**src/btbp_ram.sv**
```systemverilog
// Generic single-port-write, single-port-read RAM with registered read data.
// No dependencies.
`timescale 1ns / 1ps
`default_nettype none

module btbp_ram #(
  parameter int unsigned WIDTH = 8,
  parameter int unsigned DEPTH = 16,
  localparam int unsigned AW = (DEPTH > 1) ? $clog2(DEPTH) : 1
) (
  input  wire logic             clk_i,
  input  wire logic             we_i,
  input  wire logic [AW-1:0]    waddr_i,
  input  wire logic [WIDTH-1:0] wdata_i,
  input  wire logic             re_i,
  input  wire logic [AW-1:0]    raddr_i,
  output logic      [WIDTH-1:0] rdata_o
);

  logic [WIDTH-1:0] mem_q [DEPTH];

  // Write port
  always_ff @(posedge clk_i) begin
    if (we_i) begin
      mem_q[waddr_i] <= wdata_i;
    end
  end

  // Read port, data held until the next read
  always_ff @(posedge clk_i) begin
    if (re_i) begin
      rdata_o <= mem_q[raddr_i];
    end
  end

endmodule

`default_nettype wire

```
**config.mk**
```make
export PLATFORM = sky130hd
export DESIGN_NAME = btbp_ram
export DESIGN_NICKNAME = d
export VERILOG_FILES = /design/src/btbp_ram.sv
export SDC_FILE = /design/constraint.sdc
export NUM_CORES = 1
export LEC_CHECK = 0
export BUFFER_PORTS_ARGS = -buffer_cell sky130_fd_sc_hd__buf_2
export CAP_MARGIN = 20
export CORE_MARGIN = 10
export CORE_UTILIZATION = 60
export CTS_CLUSTER_DIAMETER = 120
export DETAILED_ROUTE_END_ITERATION = 10
export HOLD_SLACK_MARGIN = 0.06
export PLACE_DENSITY = 0.84
export SYNTH_ARGS = -nofsm -noshare
export SYNTH_HDL_FRONTEND = slang
export SYNTH_SLANG_ARGS = --single-unit
```
**constraint.sdc**
```tcl
create_clock -name clk_i -period 2.3 [get_ports clk_i]
set_input_delay 0.46 -clock clk_i [delete_from_list [all_inputs] [get_ports clk_i]]
set_output_delay 0.46 -clock clk_i [all_outputs]
set_load 0.05 [all_outputs]
```
==> metrics.yaml <==
hold_path:
  hold_path_class: "primary input to flop"
setup_path:
  startpoint_type: "flop"
  critical_path.top_delay_family: "flip-flops"
  cp_num_cells: 1
  rrSetupSlack_ps: 780
  critPathKind: "flop to output port"
  path_max_fanout: 1
  ff2ff_path_depth: 3
  crit_chain: "buf_2"
  cp_data_arrival_time_ps: 1130
  reg2reg_to: "rdata_o[7]"
  max_stage_delay_ps: 390
  end_kind: "output port"
  endpoint: "rdata_o[2]"
  crit_buf_inv: 1
  required_ps: 1840
  reg2reg_from: "mem_q[0][7]"
  startpoint: "rdata_o[2]"
  cp_slowest_cell: "edfxtp_1"
pwr:
  swShare_pct: 20.6
  power_frac_clock_pct: 44.3
  ir_drop_mv: 0.725
  p_int_mw: 4.43
  pwr-share-comb_pct: 5.3
  power_density_nw_per_um2: 909
  p_leak_nw: 2.09
  p_switching_mw: 1.15
  p_seq_share_pct: 50.4
synth:
  ys_ff_latch: 136
  yosysMostFrequentCell: "edfxtp_1"
  synthArstFlopShare_pct: 0
  syn-num-nets: 248
  synth_top_area_cell: "edfxtp_1"
  yosys_warnings: 0
  synth_edf_count: 136
  synthTopCellsByArea: "edfxtp_1 78%, mux4_2 7.8%, mux4_1 7.0%, a22oi_1 2.3%, nor2_1 0.93%"
  yosysUniqueCellTypes: 18
  synth-seq-area-share_pct: 78.1
  netlist_area_sq_um: 5230
  synthTopCellsByCount: "136 x edfxtp_1, 18 x mux4_2, 16 x a22oi_1"
  synthCells: 229
  synth_top_area_share_pct: 78.1
  syn_area_per_cell_sq_um: 22.8
  synthFlopType: "edfxtp_1"
layout:
  multi_input_area_sq_um: 1060
  drive_above_1_share_pct: 31.8
  seqCellArea_sq_um: 4080
  diodes: 0
  syn_to_final_growth_pct: 17.3
  fin_nets: 305
  fillers: 456
die:
  num_io_pins: 27
  fp.dieW_microns: 113
  start_util_pct: 62.7
  fp-row-count: 33
  die_area_sq_um: 12800
  die_y_microns: 113
  coreArea_sq_um: 8340
global_route:
  grt_use_met3_pct: 4.70
  grt_max_degree: 19
  grt_pass1_vias: 2729
  grt-ovfl-total: 0
  grt_pass1_wl_mm: 16.2
  track_usage_pct: 17.0
  busiest_layer: "met2"
  antenna_found_initial: 0
  grtUsageMet2_pct: 25.5
  grtUsageMet1_pct: 22.6
sta:
  min_period_ps: 1590
  period_share_pct: 68.9
  rsz0062_at_grt: "no"
  holdWs_ps: 316
  final_hold_viol_count: 0
  tns_ps: 0
  finalSetupViolations: 0
  maxSlewViolCount: 0
  worstMarginPinSlew_ps: 423
  fin_skew_ps: 12.2
  fmaxAchievable_mhz: 631
  relSlewSlack_pct: 71.8
run:
  drv_cap: 0
drt:
  drc_errors: 0
  vias: 2547
  drt-initial-drc-count: 193
  wl_per_cell_microns: 25.6
  dr.pass1.iters: 5
  avgViaCountPerCell: 6.30
  antenna_left: 0
  wl_mm: 10.3
clock_tree:
  htreeDepth: 4
  numCtsBuffers: 17
  clock-root-buffer: "clkbuf_8"
  cts_resized: 0
  clkSlewWorstSetupHoldPaths_ps: 60
  clkSinkCount: 136
  post_cts_buffers: 0
  cts_buffer_depth: 2
  ctsHoldBuffers: 0
  cts_tree: "built"
  clock_latency_ps: 510
place:
  io_buffers: 26
  routabilityCongestion: 0.774
  place_hpwl_mm: 6.28
run_status:
  status: "completed"
-- state kept, by name, summed over array words and instances, names as in the netlist --
signal   flops
mem_q      128
rdata_o      8
-- routing by layer --
layer | share of wire (%) | wire, microns
met3 | 6.9 | 718
met1 | 41 | 4260
met4 | 1.8 | 188
met2 | 50 | 5170
met5 | 0 | 0
-- worst min path at each step --
stage | start | to | slack [ps] | depth (start not counted)
final | re_i | rdata_o[2] | 320 | 1
after global placement | mem_q[8][4] | rdata_o[4] | 730 | 3
after CTS | wdata_i[0] | mem_q[0][0] | 310 | 1
after floorplan | wdata_i[0] | mem_q[0][0] | 560 | 0
after detailed placement | mem_q[15][7] | rdata_o[7] | 740 | 3
after global routing | re_i | rdata_o[6] | 310 | 1
-- cells in the final DEF, fill, tap and decap left out --
cell        Yosys  layout
nand2b_1        2       2
mux4_2         18      18
and2_1          1       1
nor2_1         13      13
bufinv_16       0       2
buf_4           1      21
buf_12          0       1
buf_2           3      26
nand3_1         1       1
a22oi_1        16      16
clkbuf_1        0       1
mux4_1         14      14
clkbuf_16       0      16
clkbuf_8        0       1
or3b_2          1       1
edfxtp_1      136     136
and2b_1         1       1
nor3_1          4       4
nand3b_1        2       2
clkinv_1        0       3
nand2_1         9       9
nor2b_1         1       1
clkinv_2        0       3
clkinvlp_4      0       4
clkinv_4        0       2
-- cell families (layout without fill, tap and decap cells) --
group	after synthesis	in the layout	synth area share [%]
multiplexers	32	32	14.8
AND/OR/NAND/NOR	35	35	3.14
buffers and inverters	10	80	1.65
AO/OA/AOI/OAI	16	16	2.30
flip-flops	136	136	78.1
-- per-stage QoR --
step / worst slack [ps] / power, mW / std cells / instance area (sq um) / utilization (%)
2_1_floorplan: 347 / 3.04 / 229 / 5230 / -
3_3_place_gp: 315 / 3.14 / 372 / 5580 / 66.9
3_5_place_dp: 296 / 3.15 / 372 / 5580 / 66.9
4_1_cts: 687 / 5.61 / 404 / 6130 / 73.5
5_1_grt: 669 / 5.76 / 404 / 6130 / 73.5
6_report: 714 / 5.58 / 404 / 6130 / 73.5
-- power groups by stage --
stage                     Sequential, mW  Combinational (mW)  Clock [mW]
after floorplan                     2.90               0.141           0
after global placement              2.86               0.286           0
after detailed placement            2.86               0.295           0
after CTS                           2.81               0.299        2.50
after global routing                2.81               0.319        2.62
final                               2.81               0.296        2.47
-- area by class of cell --
type | count | share of cell area (%)
Sequential cell | 136 | 66.6
Multi-Input combinational cell | 83 | 17.2
Clock inverter | 14 | 2.18
Clock buffer | 18 | 6.81
Tap cell | 105 | 2.14
Timing Repair Buffer | 48 | 5.02
Note: power is estimated with default switching activity, not from simulation.
